## config.mk

```make
export PLATFORM = sky130hd
export DESIGN_NAME = room_thermostat_controller
export DESIGN_NICKNAME = d
export VERILOG_FILES = /design/src/rtl/rtc_pkg.sv /design/src/rtl/room_thermostat_controller.sv
export SDC_FILE = /design/constraint.sdc
export NUM_CORES = 1
export LEC_CHECK = 0
export ABC_CLOCK_PERIOD_IN_PS = 12100
export BUFFER_PORTS_ARGS = -buffer_cell sky130_fd_sc_hd__buf_2
export CAP_MARGIN = 25
export CORE_MARGIN = 2
export CORE_UTILIZATION = 45
export CTS_CLUSTER_DIAMETER = 120
export DETAILED_ROUTE_END_ITERATION = 8
export SETUP_SLACK_MARGIN = 0.1
export SLEW_MARGIN = 20
export SYNTH_ARGS = -nofsm -noshare
export SYNTH_HDL_FRONTEND = slang
export SYNTH_SLANG_ARGS = --single-unit
export TNS_END_PERCENT = 10
```

## constraint.sdc

```tcl
create_clock -name clk -period 12.1 [get_ports clk]
set_input_delay 0.605 -clock clk [delete_from_list [all_inputs] [get_ports clk]]
set_output_delay 0.605 -clock clk [all_outputs]
set_load 0.01 [all_outputs]
```

## src/rtl/rtc_pkg.sv

```systemverilog
package rtc_pkg;

  localparam int ADC_BITS = 10;
  localparam int FULL     = (1 << ADC_BITS) - 1;

  localparam int TIME_W   = 32;
  localparam int TEMP_W   = 12;
  localparam int KNOB_W   = 10;
  localparam int LIGHT_W  = 10;
  localparam int SET_W    = 9;
  localparam int PER_W    = 16;
  localparam int HYST_W   = 7;
  localparam int CFG_W    = 16;
  localparam int CFG_IDX_W = 3;
  localparam int PROD_W   = 19;

  typedef enum logic [1:0] {
    MODE_FAN   = 2'd0,
    MODE_ALARM = 2'd1,
    MODE_LIGHT = 2'd2
  } mode_t;

  localparam logic [CFG_IDX_W-1:0] CFG_DEBOUNCE = 3'd0;
  localparam logic [CFG_IDX_W-1:0] CFG_DEADBAND = 3'd1;
  localparam logic [CFG_IDX_W-1:0] CFG_BLINK    = 3'd2;
  localparam logic [CFG_IDX_W-1:0] CFG_LIGHT    = 3'd3;
  localparam logic [CFG_IDX_W-1:0] CFG_REPORT   = 3'd4;
  localparam logic [CFG_IDX_W-1:0] CFG_HYST     = 3'd5;

  localparam logic [PER_W-1:0]   DEBOUNCE_RST = 16'd50;
  localparam logic [KNOB_W-1:0]  DEADBAND_RST = 10'd5;
  localparam logic [PER_W-1:0]   BLINK_RST    = 16'd300;
  localparam logic [PER_W-1:0]   LIGHT_RST    = 16'd200;
  localparam logic [PER_W-1:0]   REPORT_RST   = 16'd1000;
  localparam logic [HYST_W-1:0]  HYST_RST     = 7'd10;

  localparam logic [SET_W-1:0]   FAN_THR_RST   = 9'd250;
  localparam logic [SET_W-1:0]   COLD_THR_RST  = 9'd150;
  localparam logic [LIGHT_W-1:0] LIGHT_THR_RST = 10'd400;

  localparam logic [SET_W-1:0] FAN_BASE  = 9'd180;
  localparam logic [SET_W-1:0] COLD_BASE = 9'd100;
  localparam logic [7:0]       FAN_SPAN  = 8'd170;
  localparam logic [7:0]       COLD_SPAN = 8'd250;

  // ceil(knob * span / FULL); FULL is 2^ADC_BITS - 1, so the quotient comes from
  // the top bits plus one correction step
  function automatic logic [7:0] scale_up(input logic [KNOB_W-1:0] knob,
                                          input logic [7:0] span);
    logic [KNOB_W-1:0] kn;
    logic [PROD_W-1:0] n;
    logic [PROD_W-1:0] q0;
    logic [PROD_W-1:0] r;
    kn = (32'(knob) > 32'(FULL)) ? KNOB_W'(FULL) : knob;
    n  = PROD_W'(kn) * PROD_W'(span) + PROD_W'(FULL - 1);
    q0 = n >> ADC_BITS;
    r  = (n & PROD_W'(FULL)) + q0;
    scale_up = 8'(q0) + ((r >= PROD_W'(FULL)) ? 8'd1 : 8'd0);
  endfunction

endpackage

```

## src/rtl/room_thermostat_controller.sv

```systemverilog
// Channel  | Ports                                         | Dir | Handshake
// ---------+-----------------------------------------------+-----+------------------
// sample   | in_now_ms, in_temperature, in_knob_code,      | in  | in_valid/in_stall
//          | in_button_pressed, in_light_level             |     |
// result   | out_fan_on ... out_light_setpoint             | out | out_valid/out_stall
// config   | cfg_we, cfg_index, cfg_wdata                  | in  | write only
//
// One sample per cycle sustained while out_stall is low; each sample goes into the
// input register, then its result word into the result register, where it is valid.
// Synchronous reset restores the register defaults and the controller state; the knob reference is only marked invalid.
// out_stall holds the result register; the input register still takes one more
// sample, and in_stall rises only when both registers are full.
module room_thermostat_controller (
  input  logic                              clk,
  input  logic                              rst_n,
  input  logic                              in_valid,
  output logic                              in_stall,
  input  logic [rtc_pkg::TIME_W-1:0]        in_now_ms,
  input  logic signed [rtc_pkg::TEMP_W-1:0] in_temperature,
  input  logic [rtc_pkg::KNOB_W-1:0]        in_knob_code,
  input  logic                              in_button_pressed,
  input  logic [rtc_pkg::LIGHT_W-1:0]       in_light_level,
  output logic                              out_valid,
  input  logic                              out_stall,
  output logic                              out_fan_on,
  output logic                              out_alarm_led,
  output logic                              out_lights_on,
  output logic [1:0]                        out_adjust_mode,
  output logic                              out_mode_changed,
  output logic                              out_report_due,
  output logic [rtc_pkg::SET_W-1:0]         out_fan_setpoint,
  output logic [rtc_pkg::SET_W-1:0]         out_cold_setpoint,
  output logic [rtc_pkg::LIGHT_W-1:0]       out_light_setpoint,
  input  logic                              cfg_we,
  input  logic [rtc_pkg::CFG_IDX_W-1:0]     cfg_index,
  input  logic [rtc_pkg::CFG_W-1:0]         cfg_wdata
);
  import rtc_pkg::*;

  // configuration
  logic [PER_W-1:0]  debounce_r, blink_per_r, light_per_r, report_per_r;
  logic [KNOB_W-1:0] deadband_r;
  logic [HYST_W-1:0] hyst_r;

  // input register
  logic                     s1_valid_r, s1_valid_nxt;
  logic [TIME_W-1:0]        now_r;
  logic signed [TEMP_W-1:0] temp_r;
  logic [KNOB_W-1:0]        knob_r;
  logic                     button_r;
  logic [LIGHT_W-1:0]       light_r;
  logic [SET_W-1:0]         fan_cand_r, cold_cand_r;

  // controller state
  mode_t              mode_r, mode_nxt;
  logic               button_last_r, button_last_nxt;
  logic [TIME_W-1:0]  debounce_stamp_r, debounce_stamp_nxt;
  logic [KNOB_W-1:0]  knob_ref_r, knob_ref_nxt;
  logic               knob_ref_valid_r;
  logic [SET_W-1:0]   fan_thr_r, fan_thr_nxt;
  logic [SET_W-1:0]   cold_thr_r, cold_thr_nxt;
  logic [LIGHT_W-1:0] light_thr_r, light_thr_nxt;
  logic               fan_state_r, fan_state_nxt;
  logic               led_state_r, led_state_nxt;
  logic [TIME_W-1:0]  blink_stamp_r, blink_stamp_nxt;
  logic [TIME_W-1:0]  light_stamp_r, light_stamp_nxt;
  logic               lights_state_r, lights_state_nxt;
  logic [TIME_W-1:0]  report_stamp_r, report_stamp_nxt;

  // result register
  logic               out_valid_r, out_valid_nxt;
  logic               out_fan_r, out_led_r, out_lights_r;
  mode_t              out_mode_r;
  logic               out_mode_chg_r, out_report_r;
  logic [SET_W-1:0]   out_fan_thr_r, out_cold_thr_r;
  logic [LIGHT_W-1:0] out_light_thr_r;

  logic in_load, advance;
  logic light_due, press_ok, press, retune, alarm_act, blink_due, report_due;
  logic [KNOB_W-1:0] knob_diff;
  logic signed [TEMP_W:0] temp_ext, fan_lo;

  assign advance  = s1_valid_r && (!out_valid_r || !out_stall);
  assign in_stall = s1_valid_r && !advance;
  assign in_load  = in_valid && !in_stall;

  assign s1_valid_nxt  = in_load || (s1_valid_r && !advance);
  assign out_valid_nxt = advance || (out_valid_r && out_stall);

  always_comb begin
    light_due = (now_r - light_stamp_r) >= TIME_W'(light_per_r);
    light_stamp_nxt  = light_due ? now_r : light_stamp_r;
    lights_state_nxt = light_due ? (light_r < light_thr_r) : lights_state_r;

    press_ok = (button_r != button_last_r) &&
               ((now_r - debounce_stamp_r) > TIME_W'(debounce_r));
    press    = press_ok && button_r;
    debounce_stamp_nxt = press_ok ? now_r : debounce_stamp_r;
    button_last_nxt    = press_ok ? button_r : button_last_r;

    mode_nxt = mode_r;
    if (press) begin
      unique case (mode_r)
        MODE_FAN:   mode_nxt = MODE_ALARM;
        MODE_ALARM: mode_nxt = MODE_LIGHT;
        default:    mode_nxt = MODE_FAN;
      endcase
    end

    // a press resyncs the reference, so it never retunes in the same sample
    knob_diff = (knob_r > knob_ref_r) ? (knob_r - knob_ref_r) : (knob_ref_r - knob_r);
    retune = !press && knob_ref_valid_r && (knob_diff > deadband_r);
    knob_ref_nxt = (press || !knob_ref_valid_r || retune) ? knob_r : knob_ref_r;

    fan_thr_nxt   = fan_thr_r;
    cold_thr_nxt  = cold_thr_r;
    light_thr_nxt = light_thr_r;
    if (retune) begin
      unique case (mode_r)
        MODE_FAN:   fan_thr_nxt   = fan_cand_r;
        MODE_ALARM: cold_thr_nxt  = cold_cand_r;
        MODE_LIGHT: light_thr_nxt = knob_r;
        default:    ;
      endcase
    end

    temp_ext = {temp_r[TEMP_W-1], temp_r};
    fan_lo   = $signed({4'b0, fan_thr_nxt}) - $signed({6'b0, hyst_r});
    if (temp_ext >= $signed({4'b0, fan_thr_nxt})) begin
      fan_state_nxt = 1'b1;
    end else if (temp_ext < fan_lo) begin
      fan_state_nxt = 1'b0;
    end else begin
      fan_state_nxt = fan_state_r;
    end

    alarm_act = temp_ext < $signed({4'b0, cold_thr_nxt});
    blink_due = (now_r - blink_stamp_r) > TIME_W'(blink_per_r);
    led_state_nxt   = alarm_act ? (led_state_r ^ blink_due) : 1'b0;
    blink_stamp_nxt = (alarm_act && blink_due) ? now_r : blink_stamp_r;

    report_due = (now_r - report_stamp_r) >= TIME_W'(report_per_r);
    report_stamp_nxt = report_due ? now_r : report_stamp_r;
  end

  always_ff @(posedge clk) begin
    if (!rst_n) begin
      debounce_r   <= DEBOUNCE_RST;
      deadband_r   <= DEADBAND_RST;
      blink_per_r  <= BLINK_RST;
      light_per_r  <= LIGHT_RST;
      report_per_r <= REPORT_RST;
      hyst_r       <= HYST_RST;
    end else if (cfg_we) begin
      unique case (cfg_index)
        CFG_DEBOUNCE: debounce_r   <= cfg_wdata;
        CFG_DEADBAND: deadband_r   <= cfg_wdata[KNOB_W-1:0];
        CFG_BLINK:    blink_per_r  <= cfg_wdata;
        CFG_LIGHT:    light_per_r  <= cfg_wdata;
        CFG_REPORT:   report_per_r <= cfg_wdata;
        CFG_HYST:     hyst_r       <= cfg_wdata[HYST_W-1:0];
        default:      ;
      endcase
    end
  end

  always_ff @(posedge clk) begin
    if (!rst_n) begin
      s1_valid_r       <= 1'b0;
      out_valid_r      <= 1'b0;
      mode_r           <= MODE_FAN;
      button_last_r    <= 1'b0;
      debounce_stamp_r <= '0;
      knob_ref_valid_r <= 1'b0;
      fan_thr_r        <= FAN_THR_RST;
      cold_thr_r       <= COLD_THR_RST;
      light_thr_r      <= LIGHT_THR_RST;
      fan_state_r      <= 1'b0;
      led_state_r      <= 1'b0;
      blink_stamp_r    <= '0;
      light_stamp_r    <= '0;
      lights_state_r   <= 1'b0;
      report_stamp_r   <= '0;
    end else begin
      s1_valid_r  <= s1_valid_nxt;
      out_valid_r <= out_valid_nxt;
      if (advance) begin
        mode_r           <= mode_nxt;
        button_last_r    <= button_last_nxt;
        debounce_stamp_r <= debounce_stamp_nxt;
        knob_ref_valid_r <= 1'b1;
        fan_thr_r        <= fan_thr_nxt;
        cold_thr_r       <= cold_thr_nxt;
        light_thr_r      <= light_thr_nxt;
        fan_state_r      <= fan_state_nxt;
        led_state_r      <= led_state_nxt;
        blink_stamp_r    <= blink_stamp_nxt;
        light_stamp_r    <= light_stamp_nxt;
        lights_state_r   <= lights_state_nxt;
        report_stamp_r   <= report_stamp_nxt;
      end
    end
  end

  // payload: sample word, knob reference and result word
  always_ff @(posedge clk) begin
    if (in_load) begin
      now_r       <= in_now_ms;
      temp_r      <= in_temperature;
      knob_r      <= in_knob_code;
      button_r    <= in_button_pressed;
      light_r     <= in_light_level;
      fan_cand_r  <= FAN_BASE + SET_W'(scale_up(in_knob_code, FAN_SPAN));
      cold_cand_r <= COLD_BASE + SET_W'(scale_up(in_knob_code, COLD_SPAN));
    end
    if (advance) begin
      knob_ref_r      <= knob_ref_nxt;
      out_fan_r       <= fan_state_nxt;
      out_led_r       <= led_state_nxt;
      out_lights_r    <= lights_state_nxt;
      out_mode_r      <= mode_nxt;
      out_mode_chg_r  <= press;
      out_report_r    <= report_due;
      out_fan_thr_r   <= fan_thr_nxt;
      out_cold_thr_r  <= cold_thr_nxt;
      out_light_thr_r <= light_thr_nxt;
    end
  end

  assign out_valid          = out_valid_r;
  assign out_fan_on         = out_fan_r;
  assign out_alarm_led      = out_led_r;
  assign out_lights_on      = out_lights_r;
  assign out_adjust_mode    = out_mode_r;
  assign out_mode_changed   = out_mode_chg_r;
  assign out_report_due     = out_report_r;
  assign out_fan_setpoint   = out_fan_thr_r;
  assign out_cold_setpoint  = out_cold_thr_r;
  assign out_light_setpoint = out_light_thr_r;

endmodule

```

==> results.py <==
metrics = {
    "finish": {
        "n_fill_cell": 6422,
        "post-route-util_pct": 50.0,
        "seq_area_mm2": 0.00877,
        "nets": 4083,
        "fin_area_mm2": 0.0329,
        "area_delta_synth_final_pct": 9.94,
        "drive_gt1_share_pct": 7.32,
        "multiInputGateArea_mm2": 0.0192,
        "n_antenna_cell": 0,
    },
    "run": {
        "drv_cap": 0,
    },
    "critical_path": {
        "cp-end-kind": "flip-flop",
        "max_stage_delay_ps": 520,
        "cp_slowest_cell": "or4_1",
        "path_class": "flip-flop to flip-flop",
        "cp.required_ps": 12580,
        "cp_data_arrival_time_ps": 9650,
        "startpoint_type": "flip-flop",
        "crit_fanout": 13,
    },
    "routing": {
        "vias_per_cell": 5.46,
        "dr.pass1.iters": 5,
        "wl_per_cell_um": 18.5,
        "routed_wl_mm": 82.8,
        "drt_iter0_drc": 1579,
        "ant_nets": 0,
        "num_vias": 24499,
        "route.detailed.drc": 0,
    },
    "hold_path": {
        "hold_class": "input port to flip-flop",
    },
    "timing": {
        "slew_headroom_pct": 33.4,
        "setup_viol": 0,
        "min_period_ps": 9170,
        "worstMarginPinSlew_ps": 998,
        "finalCritPeriodShare_pct": 75.8,
        "final_hold_viol_count": 0,
        "grt_setup_unrepaired": "no",
        "fin_skew_ps": 28.6,
        "slew_viol_final": 0,
        "max_freq_mhz": 109,
        "setup_tns_ps": 0,
    },
    "global_routing": {
        "grt-ovfl-total": 0,
        "gr-usage-met2_pct": 40.6,
        "first_global_vias": 23427,
        "grt_max_degree": 151,
        "gr-usage-all-layers_pct": 24.1,
        "busiest_layer": "met2",
        "met3_usage_pct": 3.33,
        "antenna_found_initial": 3,
        "grt_pass1_wl_mm": 130,
        "use_met1_pct": 32.2,
    },
    "die": {
        "core_mm2": 0.0659,
        "die_area_mm2": 0.0686,
        "fp-row-count": 94,
        "die_x_um": 262,
        "boundaryPins": 126,
        "die_h_um": 262,
        "initial_core_util_pct": 45.5,
    },
    "logic_synthesis": {
        "ys_types": 98,
        "synthTopCellsByArea": "dfxtp_1 (16%), ha_1 (15%), edfxtp_1 (13%), nand2_1 (5.5%), inv_1 (5.0%)",
        "yosysTopAreaCell": "dfxtp_1",
        "syn_avg_cell_area_um2": 8.57,
        "synth_most_common_cell": "nand2_1",
        "synth_seq_cells": 374,
        "syn_area_mm2": 0.0299,
        "synth_common_cells": "nand2_1 (437), inv_1 (402), ha_1 (360), dfxtp_1 (246), a21oi_1 (193)",
        "synth_top_cell_area_share_pct": 16.4,
        "ys_seq_area_share_pct": 29.3,
        "async_reset_ff_share_pct": 0,
        "yosysWarnings": 0,
        "synth_nets": 3995,
        "synth_edf_count": 128,
        "synthCells": 3495,
        "synth_ff_type": "dfxtp_1",
    },
    "status": {
        "status": "completed",
    },
    "place": {
        "gp_congestion": 0.929,
        "dp_hpwl_mm": 63.9,
        "portBuffers": 125,
        "placed_cell_area_mm2": 0.0314,
    },
    "clock_tree": {
        "cts_tree": "done",
        "htreeDepth": 2,
        "holdBufCountCts": 0,
        "cts_resized": 0,
        "cts_setup_buffers": 0,
        "clk_pin_slew_ps": 60,
        "clockBufferDepth": 3,
        "cts_buffers": 46,
        "cts_sinks": 374,
        "worstSkewPairLatency_ps": 600,
        "cts_root_buffer": "clkbuf_16",
    },
    "power": {
        "vdd_drop_max_uv": 202,
        "leakage_uw": 0.0138,
        "power_density_mw_per_mm2": 181,
    },
}
cells by family after synthesis:
group	count (synthesis)	synth area share, %
DFF	374	29.3
xor gates and xnor gates	159	4.80
AOI/OAI and AO/OA	837	18.5
and+or+nand+nor	1046	17.0
adders and majority gates	412	18.5
muxes	156	5.24
buffers and inverters	511	6.69
critical path: cells and delay by family, from the launching register on:
| kind | cells | cell delay [ps] |
|---|---|---|
| XOR/XNOR | 1 | 180 |
| multiplexers | 1 | 350 |
| AND/OR/NAND/NOR | 10 | 2220 |
| buffers and inverters | 6 | 730 |
| adder cells (fa/ha/maj) | 5 | 1420 |
| AO/OA/AOI/OAI | 15 | 3670 |
| flip-flops | 1 | 430 |
state kept, by name (all words and copies together), names as in the netlist, 10 cells and up:
signal	count
blink_stamp_r	32
knob_ref_r	10
knob_r	10
debounce_r	16
out_light_setpoint	10
report_per_r	16
blink_per_r	16
light_thr_r	10
deadband_r	10
report_stamp_r	32
now_r	32
light_stamp_r	32
temp_r	12
debounce_stamp_r	32
light_per_r	16
light_r	10
per-layer routing:
metal,vias up,wire length (um)
met5,-,29
met4,4,2410
met3,102,3760
met2,471,38400
met1,11402,38200
li1,12520,-
placed cells by master, fill, tap and decap left out, types with 92 or more instances in the layout:
cell type / synthesis / layout
edfxtp_1: 128 / 128
mux2i_1: 149 / 149
a21oi_1: 193 / 193
dfxtp_1: 246 / 246
xnor2_1: 92 / 92
buf_2: 18 / 125
ha_1: 360 / 360
nor2_1: 147 / 147
o21ai_0: 165 / 165
inv_1: 402 / 402
nand2_1: 437 / 436
layout make-up:
cell class              instances  area share (%)
multi-input cells            2610            58.4
flip-flops and latches        374            26.6
inverters                     405            4.63
clock buffers                  65            4.03
well taps                     864            3.28
repair buffers                146            2.40
clock inverters                20           0.635
worst paths after layout:
path                                                      from                        endpoint  slack (ps)  cells after the start
worst min register to register  light_stamp_r[13]$_SDFFE_PN0P_  light_stamp_r[13]$_SDFFE_PN0P_         460                      2
worst max register to register              now_r[0]$_DFFE_PP_        fan_state_r$_SDFFE_PN0P_        2930                     38
worst min-delay path                              in_now_ms[8]              now_r[8]$_DFFE_PP_         190                      1
worst max-delay path                        now_r[0]$_DFFE_PP_        fan_state_r$_SDFFE_PN0P_        2930                     38
where the power goes:
part | switching, uW | total, uW | internal, uW
clock network | 571 | 1400 | 833
registers | 58.6 | 1530 | 1470
logic | 1760 | 3030 | 1270
stage by stage:
stage               total power (uW)  worst slack, ps  std cells  hold WS, ps
finish                          5960             2930       4484          190
CTS                             6000             2930       4484          153
global route                    6450             2210       4484          162
global placement                4560             3010       4398          446
floorplan                       3910             3760       3495          432
detailed placement              4560             2960       4399          450
Power figures use the tool's default switching activity.
